===== src/far_pkg.sv =====
// Types and constants shared by the fraction adder modules.
// Depends on nothing; compiled first.
package far_pkg;

  localparam int unsigned NUM_BITS = 33;
  localparam int unsigned DEN_BITS = 31;

  typedef enum logic [1:0] {
    MUL_AD,
    MUL_CB,
    MUL_BD
  } mul_sel_e;

  typedef enum logic [1:0] {
    DIV_GCD,
    DIV_NUM,
    DIV_DEN
  } div_src_e;

  typedef struct packed {
    logic     load;
    logic     mul_en;
    mul_sel_e mul_sel;
    logic     sum_en;
    logic     zero_res;
    logic     gcd_init;
    logic     gcd_next;
    logic     div_start;
    div_src_e div_src;
    logic     num_save;
    logic     den_save;
    logic     out_load;
  } dp_cmd_t;

  typedef struct packed {
    logic mn_zero;
    logic gy_zero;
    logic div_busy;
    logic div_zero;
    logic out_free;
  } dp_sts_t;

endpackage


===== src/far_in_if.sv =====
// Input channel of the fraction adder: valid, ready and two fractions per word.
// Depends on nothing.
interface far_in_if #(
  parameter int unsigned W = 16
);
  logic                valid;
  logic                ready;
  logic signed [W-1:0] num_a;
  logic signed [W-1:0] den_a;
  logic signed [W-1:0] num_b;
  logic signed [W-1:0] den_b;

  modport source (output valid, num_a, den_a, num_b, den_b, input ready);
  modport sink (input valid, num_a, den_a, num_b, den_b, output ready);
endinterface


===== src/far_out_if.sv =====
// Output channel of the fraction adder: valid, ready and one reduced sum per word.
// Depends on nothing.
interface far_out_if;
  logic               valid;
  logic               ready;
  logic signed [32:0] sum_num;
  logic [30:0]        sum_den;
  logic               div_zero;

  modport source (output valid, sum_num, sum_den, div_zero, input ready);
  modport sink (input valid, sum_num, sum_den, div_zero, output ready);
endinterface


===== src/far_div.sv =====
// Shared restoring divider, one quotient bit per cycle, giving quotient and remainder.
// Depends on nothing; used by the datapath.
module far_div #(
  parameter int unsigned DW = 32
) (
  input  logic          clk_i,
  input  logic          rst_ni,
  input  logic          start_i,
  input  logic [DW-1:0] dividend_i,
  input  logic [DW-1:0] divisor_i,
  output logic          busy_o,
  output logic [DW-1:0] quo_o,
  output logic [DW-1:0] rem_o
);
  localparam int unsigned CW = $clog2(DW + 1);

  logic [CW-1:0] cnt_q, cnt_d;
  logic [DW-1:0] quo_q, quo_d, rem_q, rem_d, dsr_q, dsr_d;
  logic [DW:0]   trial, diff;

  always_comb begin
    trial = {rem_q, quo_q[DW-1]};
    diff  = trial - {1'b0, dsr_q};
    quo_d = quo_q;
    rem_d = rem_q;
    dsr_d = dsr_q;
    cnt_d = cnt_q;
    if (start_i) begin
      quo_d = dividend_i;
      rem_d = '0;
      dsr_d = divisor_i;
      cnt_d = CW'(DW);
    end else if (cnt_q != '0) begin
      rem_d = diff[DW] ? trial[DW-1:0] : diff[DW-1:0];
      quo_d = {quo_q[DW-2:0], ~diff[DW]};
      cnt_d = cnt_q - 1'b1;
    end
  end

  always_ff @(posedge clk_i or negedge rst_ni) begin
    if (!rst_ni) begin
      cnt_q <= '0;
    end else begin
      cnt_q <= cnt_d;
    end
  end

  always_ff @(posedge clk_i) begin
    quo_q <= quo_d;
    rem_q <= rem_d;
    dsr_q <= dsr_d;
  end

  assign busy_o = (cnt_q != '0);
  assign quo_o  = quo_q;
  assign rem_o  = rem_q;
endmodule


===== src/far_ctrl.sv =====
// Sequencing state machine of the fraction adder; drives the datapath commands.
// Depends on far_pkg.
module far_ctrl (
  input  logic              clk_i,
  input  logic              rst_ni,
  input  logic              in_valid_i,
  output logic              in_ready_o,
  input  far_pkg::dp_sts_t  sts_i,
  output far_pkg::dp_cmd_t  cmd_o
);
  import far_pkg::*;

  typedef enum logic [12:0] {
    S_IDLE      = 13'h0001,
    S_MUL_AD    = 13'h0002,
    S_MUL_CB    = 13'h0004,
    S_MUL_BD    = 13'h0008,
    S_SUM       = 13'h0010,
    S_CHECK     = 13'h0020,
    S_GCD_TEST  = 13'h0040,
    S_GCD_WAIT  = 13'h0080,
    S_NUM_START = 13'h0100,
    S_NUM_WAIT  = 13'h0200,
    S_DEN_START = 13'h0400,
    S_DEN_WAIT  = 13'h0800,
    S_DONE      = 13'h1000
  } state_e;

  state_e  state_q, state_d;
  dp_cmd_t cmd;

  always_comb begin
    cmd        = '0;
    state_d    = state_q;
    in_ready_o = 1'b0;
    unique case (state_q)
      S_IDLE: begin
        in_ready_o = 1'b1;
        if (in_valid_i) begin
          cmd.load = 1'b1;
          state_d  = S_MUL_AD;
        end
      end
      S_MUL_AD: begin
        cmd.mul_en  = 1'b1;
        cmd.mul_sel = MUL_AD;
        state_d     = S_MUL_CB;
      end
      S_MUL_CB: begin
        cmd.mul_en  = 1'b1;
        cmd.mul_sel = MUL_CB;
        state_d     = S_MUL_BD;
      end
      S_MUL_BD: begin
        cmd.mul_en  = 1'b1;
        cmd.mul_sel = MUL_BD;
        state_d     = S_SUM;
      end
      S_SUM: begin
        cmd.sum_en = 1'b1;
        state_d    = S_CHECK;
      end
      S_CHECK: begin
        if (sts_i.div_zero || sts_i.mn_zero) begin
          cmd.zero_res = 1'b1;
          state_d      = S_DONE;
        end else begin
          cmd.gcd_init = 1'b1;
          state_d      = S_GCD_TEST;
        end
      end
      S_GCD_TEST: begin
        if (sts_i.gy_zero) begin
          state_d = S_NUM_START;
        end else begin
          cmd.div_start = 1'b1;
          cmd.div_src   = DIV_GCD;
          state_d       = S_GCD_WAIT;
        end
      end
      S_GCD_WAIT: begin
        if (!sts_i.div_busy) begin
          cmd.gcd_next = 1'b1;
          state_d      = S_GCD_TEST;
        end
      end
      S_NUM_START: begin
        cmd.div_start = 1'b1;
        cmd.div_src   = DIV_NUM;
        state_d       = S_NUM_WAIT;
      end
      S_NUM_WAIT: begin
        if (!sts_i.div_busy) begin
          cmd.num_save = 1'b1;
          state_d      = S_DEN_START;
        end
      end
      S_DEN_START: begin
        cmd.div_start = 1'b1;
        cmd.div_src   = DIV_DEN;
        state_d       = S_DEN_WAIT;
      end
      S_DEN_WAIT: begin
        if (!sts_i.div_busy) begin
          cmd.den_save = 1'b1;
          state_d      = S_DONE;
        end
      end
      S_DONE: begin
        if (sts_i.out_free) begin
          cmd.out_load = 1'b1;
          state_d      = S_IDLE;
        end
      end
      default: begin
        state_d = S_IDLE;
      end
    endcase
  end

  always_ff @(posedge clk_i or negedge rst_ni) begin
    if (!rst_ni) begin
      state_q <= S_IDLE;
    end else begin
      state_q <= state_d;
    end
  end

  assign cmd_o = cmd;
endmodule


===== src/far_dp.sv =====
// Datapath of the fraction adder: operand split, shared multiplier, signed sum,
// Euclid registers, shared divider and output register. Depends on far_pkg, far_div.
module far_dp #(
  parameter int unsigned W = 16
) (
  input  logic                             clk_i,
  input  logic                             rst_ni,
  input  far_pkg::dp_cmd_t                 cmd_i,
  output far_pkg::dp_sts_t                 sts_o,
  input  logic signed [W-1:0]              num_a_i,
  input  logic signed [W-1:0]              den_a_i,
  input  logic signed [W-1:0]              num_b_i,
  input  logic signed [W-1:0]              den_b_i,
  output logic                             out_valid_o,
  input  logic                             out_ready_i,
  output logic signed [far_pkg::NUM_BITS-1:0] sum_num_o,
  output logic [far_pkg::DEN_BITS-1:0]     sum_den_o,
  output logic                             div_zero_o
);
  import far_pkg::*;

  localparam int unsigned PW = 2 * W;
  localparam int unsigned XW = (PW + 1 > NUM_BITS) ? PW + 1 : NUM_BITS;

  function automatic logic [W-1:0] mag_of(logic [W-1:0] v);
    return v[W-1] ? (~v + 1'b1) : v;
  endfunction

  logic          sa_q, sda_q, sc_q, sdb_q, dz_q, sn_q;
  logic [W-1:0]  ma_q, mda_q, mc_q, mdb_q;
  logic [PW-1:0] p1_q, p2_q, mn_q, md_q, gx_q, gy_q;

  logic [W-1:0]  mul_x, mul_y;
  logic [PW-1:0] mul_p;
  logic          s1, s2, sum_neg;
  logic [PW-1:0] sum_mag;
  logic [PW-1:0] div_a, div_b, div_quo, div_rem;
  logic          div_busy;

  logic [XW-1:0] num_ext, num_sgn, den_ext;
  logic          out_valid_q;
  logic [NUM_BITS-1:0] sum_num_q;
  logic [DEN_BITS-1:0] sum_den_q;
  logic          div_zero_q;

  always_comb begin
    case (cmd_i.mul_sel)
      MUL_AD: begin
        mul_x = ma_q;
        mul_y = mdb_q;
      end
      MUL_CB: begin
        mul_x = mc_q;
        mul_y = mda_q;
      end
      default: begin
        mul_x = mda_q;
        mul_y = mdb_q;
      end
    endcase
  end

  assign mul_p = {{W{1'b0}}, mul_x} * {{W{1'b0}}, mul_y};

  always_comb begin
    s1 = sa_q ^ sdb_q;
    s2 = sc_q ^ sda_q;
    if (s1 == s2) begin
      sum_mag = p1_q + p2_q;
      sum_neg = s1;
    end else if (p1_q >= p2_q) begin
      sum_mag = p1_q - p2_q;
      sum_neg = s1;
    end else begin
      sum_mag = p2_q - p1_q;
      sum_neg = s2;
    end
    if (sum_mag == '0) begin
      sum_neg = 1'b0;
    end
    if (sda_q != sdb_q) begin
      sum_neg = ~sum_neg;
    end
  end

  always_comb begin
    case (cmd_i.div_src)
      DIV_GCD: begin
        div_a = gx_q;
        div_b = gy_q;
      end
      DIV_NUM: begin
        div_a = mn_q;
        div_b = gx_q;
      end
      default: begin
        div_a = md_q;
        div_b = gx_q;
      end
    endcase
  end

  far_div #(
    .DW(PW)
  ) u_div (
    .clk_i     (clk_i),
    .rst_ni    (rst_ni),
    .start_i   (cmd_i.div_start),
    .dividend_i(div_a),
    .divisor_i (div_b),
    .busy_o    (div_busy),
    .quo_o     (div_quo),
    .rem_o     (div_rem)
  );

  always_ff @(posedge clk_i) begin
    if (cmd_i.load) begin
      sa_q  <= num_a_i[W-1];
      sda_q <= den_a_i[W-1];
      sc_q  <= num_b_i[W-1];
      sdb_q <= den_b_i[W-1];
      ma_q  <= mag_of(num_a_i);
      mda_q <= mag_of(den_a_i);
      mc_q  <= mag_of(num_b_i);
      mdb_q <= mag_of(den_b_i);
      dz_q  <= (den_a_i == '0) || (den_b_i == '0);
    end
    if (cmd_i.mul_en) begin
      case (cmd_i.mul_sel)
        MUL_AD:  p1_q <= mul_p;
        MUL_CB:  p2_q <= mul_p;
        default: md_q <= mul_p;
      endcase
    end
    if (cmd_i.sum_en) begin
      mn_q <= sum_mag;
      sn_q <= sum_neg;
    end
    if (cmd_i.zero_res) begin
      mn_q <= '0;
      md_q <= PW'(1);
      sn_q <= 1'b0;
    end
    if (cmd_i.gcd_init) begin
      gx_q <= mn_q;
      gy_q <= md_q;
    end
    if (cmd_i.gcd_next) begin
      gx_q <= gy_q;
      gy_q <= div_rem;
    end
    if (cmd_i.num_save) begin
      mn_q <= div_quo;
    end
    if (cmd_i.den_save) begin
      md_q <= div_quo;
    end
  end

  always_comb begin
    num_ext = XW'(mn_q);
    num_sgn = sn_q ? (~num_ext + 1'b1) : num_ext;
    den_ext = XW'(md_q);
  end

  always_ff @(posedge clk_i or negedge rst_ni) begin
    if (!rst_ni) begin
      out_valid_q <= 1'b0;
    end else if (cmd_i.out_load) begin
      out_valid_q <= 1'b1;
    end else if (out_ready_i) begin
      out_valid_q <= 1'b0;
    end
  end

  always_ff @(posedge clk_i) begin
    if (cmd_i.out_load) begin
      sum_num_q  <= num_sgn[NUM_BITS-1:0];
      sum_den_q  <= den_ext[DEN_BITS-1:0];
      div_zero_q <= dz_q;
    end
  end

  assign sts_o.mn_zero  = (mn_q == '0);
  assign sts_o.gy_zero  = (gy_q == '0);
  assign sts_o.div_busy = div_busy;
  assign sts_o.div_zero = dz_q;
  assign sts_o.out_free = ~out_valid_q | out_ready_i;

  assign out_valid_o = out_valid_q;
  assign sum_num_o   = sum_num_q;
  assign sum_den_o   = sum_den_q;
  assign div_zero_o  = div_zero_q;
endmodule


===== src/fraction_add_reduce_core.sv =====
// Top level of the fraction adder: adds a/b and c/d and reduces the sum to lowest terms.
// Depends on far_pkg, far_in_if, far_out_if, far_ctrl and far_dp.
//
// The input channel takes one word of two signed fractions; the output channel
// gives one word per input: the reduced numerator (carrying the sign), a positive
// denominator and a flag that is set when an input denominator was zero, in which
// case the result is 0/1. A zero sum is always given as 0/1.
// One word is worked on at a time. After a word is accepted, three products on the
// shared multiplier, a sum and a check follow; then the shared divider runs the
// Euclid remainders and the two final divisions. A zero or error result skips the
// divider. The next word can be accepted in the cycle after the result is loaded
// into the output register, which waits until that register is free.
// The divider is used for every Euclid step in turn.
// The result is held in an output register; while the receiver stalls, the word
// stays there, and the block may take the next word but waits in its final state before it loads that result.
// Reset empties the output register and returns the controller to idle.
module fraction_add_reduce_core #(
  parameter int unsigned OPERAND_WIDTH = 16
) (
  input  logic      clk_i,
  input  logic      rst_ni,
  far_in_if.sink    in_i,
  far_out_if.source out_o
);
  import far_pkg::*;

  dp_cmd_t cmd;
  dp_sts_t sts;
  logic    in_ready;

  far_ctrl u_ctrl (
    .clk_i     (clk_i),
    .rst_ni    (rst_ni),
    .in_valid_i(in_i.valid),
    .in_ready_o(in_ready),
    .sts_i     (sts),
    .cmd_o     (cmd)
  );

  far_dp #(
    .W(OPERAND_WIDTH)
  ) u_dp (
    .clk_i      (clk_i),
    .rst_ni     (rst_ni),
    .cmd_i      (cmd),
    .sts_o      (sts),
    .num_a_i    (in_i.num_a),
    .den_a_i    (in_i.den_a),
    .num_b_i    (in_i.num_b),
    .den_b_i    (in_i.den_b),
    .out_valid_o(out_o.valid),
    .out_ready_i(out_o.ready),
    .sum_num_o  (out_o.sum_num),
    .sum_den_o  (out_o.sum_den),
    .div_zero_o (out_o.div_zero)
  );

  assign in_i.ready = in_ready;
endmodule


===== src/flat_wrapper.sv =====
// flat-port wrapper written by rule: the top's interface ports become plain ports
module fraction_add_reduce_core_flat import far_pkg::*;
#(
  parameter int unsigned OPERAND_WIDTH = 16
)
  (clk_i, rst_ni, in_i_valid, in_i_num_a, in_i_den_a, in_i_num_b, in_i_den_b, in_i_ready, out_o_valid, out_o_sum_num, out_o_sum_den, out_o_div_zero, out_o_ready);
  far_in_if #(.W((16))) in_i_i ();
  far_out_if out_o_i ();
  input  logic clk_i;
  input  logic rst_ni;
  input wire logic [$bits(in_i_i.valid)-1:0] in_i_valid;
  input wire logic [$bits(in_i_i.num_a)-1:0] in_i_num_a;
  input wire logic [$bits(in_i_i.den_a)-1:0] in_i_den_a;
  input wire logic [$bits(in_i_i.num_b)-1:0] in_i_num_b;
  input wire logic [$bits(in_i_i.den_b)-1:0] in_i_den_b;
  output wire logic [$bits(in_i_i.ready)-1:0] in_i_ready;
  output wire logic [$bits(out_o_i.valid)-1:0] out_o_valid;
  output wire logic [$bits(out_o_i.sum_num)-1:0] out_o_sum_num;
  output wire logic [$bits(out_o_i.sum_den)-1:0] out_o_sum_den;
  output wire logic [$bits(out_o_i.div_zero)-1:0] out_o_div_zero;
  input wire logic [$bits(out_o_i.ready)-1:0] out_o_ready;
  assign in_i_i.valid = in_i_valid;
  assign in_i_i.num_a = in_i_num_a;
  assign in_i_i.den_a = in_i_den_a;
  assign in_i_i.num_b = in_i_num_b;
  assign in_i_i.den_b = in_i_den_b;
  assign in_i_ready = in_i_i.ready;
  assign out_o_valid = out_o_i.valid;
  assign out_o_sum_num = out_o_i.sum_num;
  assign out_o_sum_den = out_o_i.sum_den;
  assign out_o_div_zero = out_o_i.div_zero;
  assign out_o_i.ready = out_o_ready;
  fraction_add_reduce_core #(.OPERAND_WIDTH(OPERAND_WIDTH)) u_core (.clk_i(clk_i), .rst_ni(rst_ni), .in_i(in_i_i), .out_o(out_o_i));
endmodule

===== config.mk =====
export PLATFORM = sky130hd
export DESIGN_NAME = fraction_add_reduce_core_flat
export DESIGN_NICKNAME = d
export VERILOG_FILES = /design/src/far_pkg.sv /design/src/far_in_if.sv /design/src/far_out_if.sv /design/src/far_div.sv /design/src/far_ctrl.sv /design/src/far_dp.sv /design/src/fraction_add_reduce_core.sv /design/src/flat_wrapper.sv
export SDC_FILE = /design/constraint.sdc
export NUM_CORES = 2
export LEC_CHECK = 0
export BUFFER_PORTS_ARGS = -buffer_cell sky130_fd_sc_hd__buf_2
export CAP_MARGIN = 20
export CORE_MARGIN = 1.5
export CORE_UTILIZATION = 55
export DETAILED_ROUTE_END_ITERATION = 6
export PLACE_DENSITY = 0.72
export SLEW_MARGIN = 20
export SYNTH_ARGS = -nofsm -noshare
export SYNTH_HDL_FRONTEND = slang
export SYNTH_SLANG_ARGS = --single-unit

===== constraint.sdc =====
create_clock -name clk_i -period 12.75 [get_ports clk_i]
set_clock_uncertainty 0.2 [all_clocks]
set_input_delay 0.6375 -clock clk_i [delete_from_list [all_inputs] [get_ports clk_i]]
set_output_delay 0.6375 -clock clk_i [all_outputs]
set_load 0.01 [all_outputs]

==> flow_metrics.env <==
export IMPL_status="completed"
export IMPL_synth_largest_area_cell="edfxtp_1"
export IMPL_fillers=5296
export IMPL_grt_use_total=0.312
export IMPL_crit_path_max_incr_delay_ns=0.76
export IMPL_fmax_mhz=97.8
export IMPL_grt_setup_unrepaired="false"
export IMPL_cts_resized=0
export IMPL_crit_path_start_kind="flip-flop"
export IMPL_worst_pin_slew_ns=1.14
export IMPL_cts_tree="yes"
export IMPL_layout_nets=4090
export IMPL_cts_made_buffers=47
export IMPL_multiInputGateArea_um2=19600
export IMPL_vias_per_cell=6.06
export IMPL_syn_num_nets=4012
export IMPL_maxSlewHeadroom=0.219
export IMPL_dieWidth_um=253
export IMPL_critPathArrivalTime_ns=10.38
export IMPL_cp_end_kind="flip-flop"
export IMPL_place_congestion=1.02
export IMPL_ys_flop_type="edfxtp_1"
export IMPL_synth_cells=3510
export IMPL_drive_gt1_frac=0.111
export IMPL_ant_nets=0
export IMPL_fin_tns_setup_ns=0
export IMPL_worst_path_max_fanout=19
export IMPL_grt_overflow_total=0
export IMPL_hold_violations=0
export IMPL_cp_required_ns=12.90
export IMPL_syn_cell_area_um2=34400
export IMPL_path_clk_slew_ns=0.06
export IMPL_avgSynthCellArea_um2=9.79
export IMPL_initial_utilization=0.557
export IMPL_io_buffer_count=134
export IMPL_drv_slew=0
export IMPL_core_area_um2=61700
export IMPL_antenna_found_initial=1
export IMPL_min_period_ns=10.23
export IMPL_critPathKind="reg2reg"
export IMPL_highest_layer="met5"
export IMPL_chipHeight_um=253
export IMPL_clockRootBuffer="clkbuf_16"
export IMPL_yosysWarnings=0
export IMPL_synth_top_area_share=0.341
export IMPL_via_count=27000
export IMPL_cap_violations=0
export IMPL_area_growth_pct=9.07
export IMPL_drt_iter0_drc=2688
export IMPL_wl_met2_mm=44.8
export IMPL_cp_slowest_cell="nor2_1"
export IMPL_synth_seq_cells=443
export IMPL_synth_common_cells="407 x nand2_1, 390 x edfxtp_1, 389 x inv_1"
export IMPL_grt_pass1_vias=26200
export IMPL_grt_max_degree=85
export IMPL_synth_edf_count=390
export IMPL_yosysMostFrequentCell="nand2_1"
export IMPL_met3_length_mm=8.49
export IMPL_seq_area_frac_synth=0.374
export IMPL_wl_mm=98.7
export IMPL_grt_pass1_wl_mm=153
export IMPL_synth_cell_types=85
export IMPL_clk_insertion_delay_late_ns=0.60
export IMPL_antennaDiodeCount=0
export IMPL_drcViolationCount=0
export IMPL_regArea_um2=12900
export IMPL_synth_area_leaders="edfxtp_1 34%, fa_1 12%, ha_1 8.6%"
export IMPL_period_share=0.802
export IMPL_path_common_cell="fa_1"
export IMPL_hpwl_mm=75.6
export IMPL_setup_violations=0
export IMPL_row_count=91
export IMPL_clockBufferDepth=3
export IMPL_m1WireLength_mm=40.8
export IMPL_async_flop_share=0.0451
export IMPL_hold_path_class="in2reg"
export IMPL_die_area_um2=64000
export IMPL_htree_levels=2
export IMPL_pin_count=135
export IMPL_avgRoutedWirePerCell_um=22.1
export IMPL_drtPass1Iterations=6
export IMPL_cts_sinks=443
[layout by cell type, fill, tap and decap left out, types with 26 or more instances in the layout]
master and n:
nor3_1 39, or3_1 31, a22oi_1 35, nand2_1 406
inv_1 388, a211oi_1 41, buf_4 37, a21oi_1 152
nor2_1 347, buf_2 134, nand3_1 58, dfxtp_1 33
o21ai_0 138, edfxtp_1 390, a31oi_1 53, mux2i_1 43
a21o_1 49, ha_1 236, fa_1 198, nand2b_1 26
xnor2_1 138, o31ai_1 43, clkbuf_16 47, mux2_2 97
[worst paths after layout]
| check | from | endpoint | slack [ns] | depth (start not counted) |
|---|---|---|---|---|
| hold reg to reg | u_core.u_dp.md_q[28] | u_core.u_dp.sum_den_o[28] | 0.31 | 0 |
| hold / removal | in_i_den_a[0] | u_core.u_dp.mda_q[0] | 0.06 | 1 |
| setup / recovery | u_core.u_ctrl.state_q[6] | u_core.u_dp.md_q[31] | 2.52 | 30 |
| setup reg to reg | u_core.u_ctrl.state_q[6] | u_core.u_dp.md_q[31] | 2.52 | 30 |
| max in group asynchronous | rst_ni | u_core.u_ctrl.state_q[0] | 11.60 | 2 |
| min in group asynchronous | rst_ni | u_core.u_dp.u_div.cnt_q[5] | 0.40 | 2 |
[routing by layer]
layer | global-route usage | up-vias
met2 | 0.497 | 1247
li1 | - | 12500
met4 | 0.131 | 2
met1 | 0.426 | 13100
met5 | 0 | -
met3 | 0.0499 | 246
[area by class of cell]
class / instances / share of cell area
clock buffers: 65 / 0.0342
clock inverters: 23 / 0.00681
inverters: 390 / 0.0390
multi-input cells: 2534 / 0.523
flip-flops and latches: 443 / 0.343
well taps: 837 / 0.0279
repair buffers: 172 / 0.0256
[critical path, delay by kind of cell, from the launching register on]
kind,cells,cell delay [ns]
adders and majority gates,7,3.35
and+or+nand+nor,7,3.27
AOI/OAI and AO/OA,10,2.35
DFF,1,0.41
buffers and inverters,5,0.26
xor gates and xnor gates,1,0.13
[per-stage QoR]
step	hold WS (ns)	setup slack [ns]	cell area [um2]	util	std cells
6_report	0.0580	2.52	37500	0.608	4464
5_1_grt	0.0548	1.85	37500	0.608	4464
4_1_cts	0.0202	2.64	37500	0.607	4464
3_5_place_dp	0.299	2.64	35900	0.582	4375
3_3_place_gp	0.290	2.98	35900	0.582	4375
2_1_floorplan	0.142	3.42	34400	-	3510
[registers in the layout (all words and copies together), names as in the netlist, 31 cells and up]
signal / flops
u_core.u_dp.u_div.rem_o: 32
u_core.u_dp.p2_q: 32
u_core.u_dp.mn_q: 32
u_core.u_dp.sum_num_o: 33
u_core.u_dp.u_div.quo_o: 32
u_core.u_dp.u_div.dsr_q: 32
u_core.u_dp.md_q: 32
u_core.u_dp.sum_den_o: 31
u_core.u_dp.gy_q: 32
u_core.u_dp.p1_q: 32
u_core.u_dp.gx_q: 32
[cells by family (layout without fill, tap and decap cells)]
logic type      count (synthesis)  count (layout)  share of synthesized area
flops                         443             443                      0.374
simple gates                 1081            1081                      0.142
xor+xnor                      163             163                     0.0415
compound gates                713             713                      0.137
buf+inv                       533             650                     0.0585
mux                           143             143                     0.0452
fa+ha+maj                     434             434                      0.201
[repair_timing]
item	in CTS	in global routing
hold buffers	1	0
hold endpoints to repair	19	0
buffers inserted	0	0
Power is left out: the tool's default activity adds up to more than one toggle a clock period on the data nets, which glitch-free logic cannot reach.
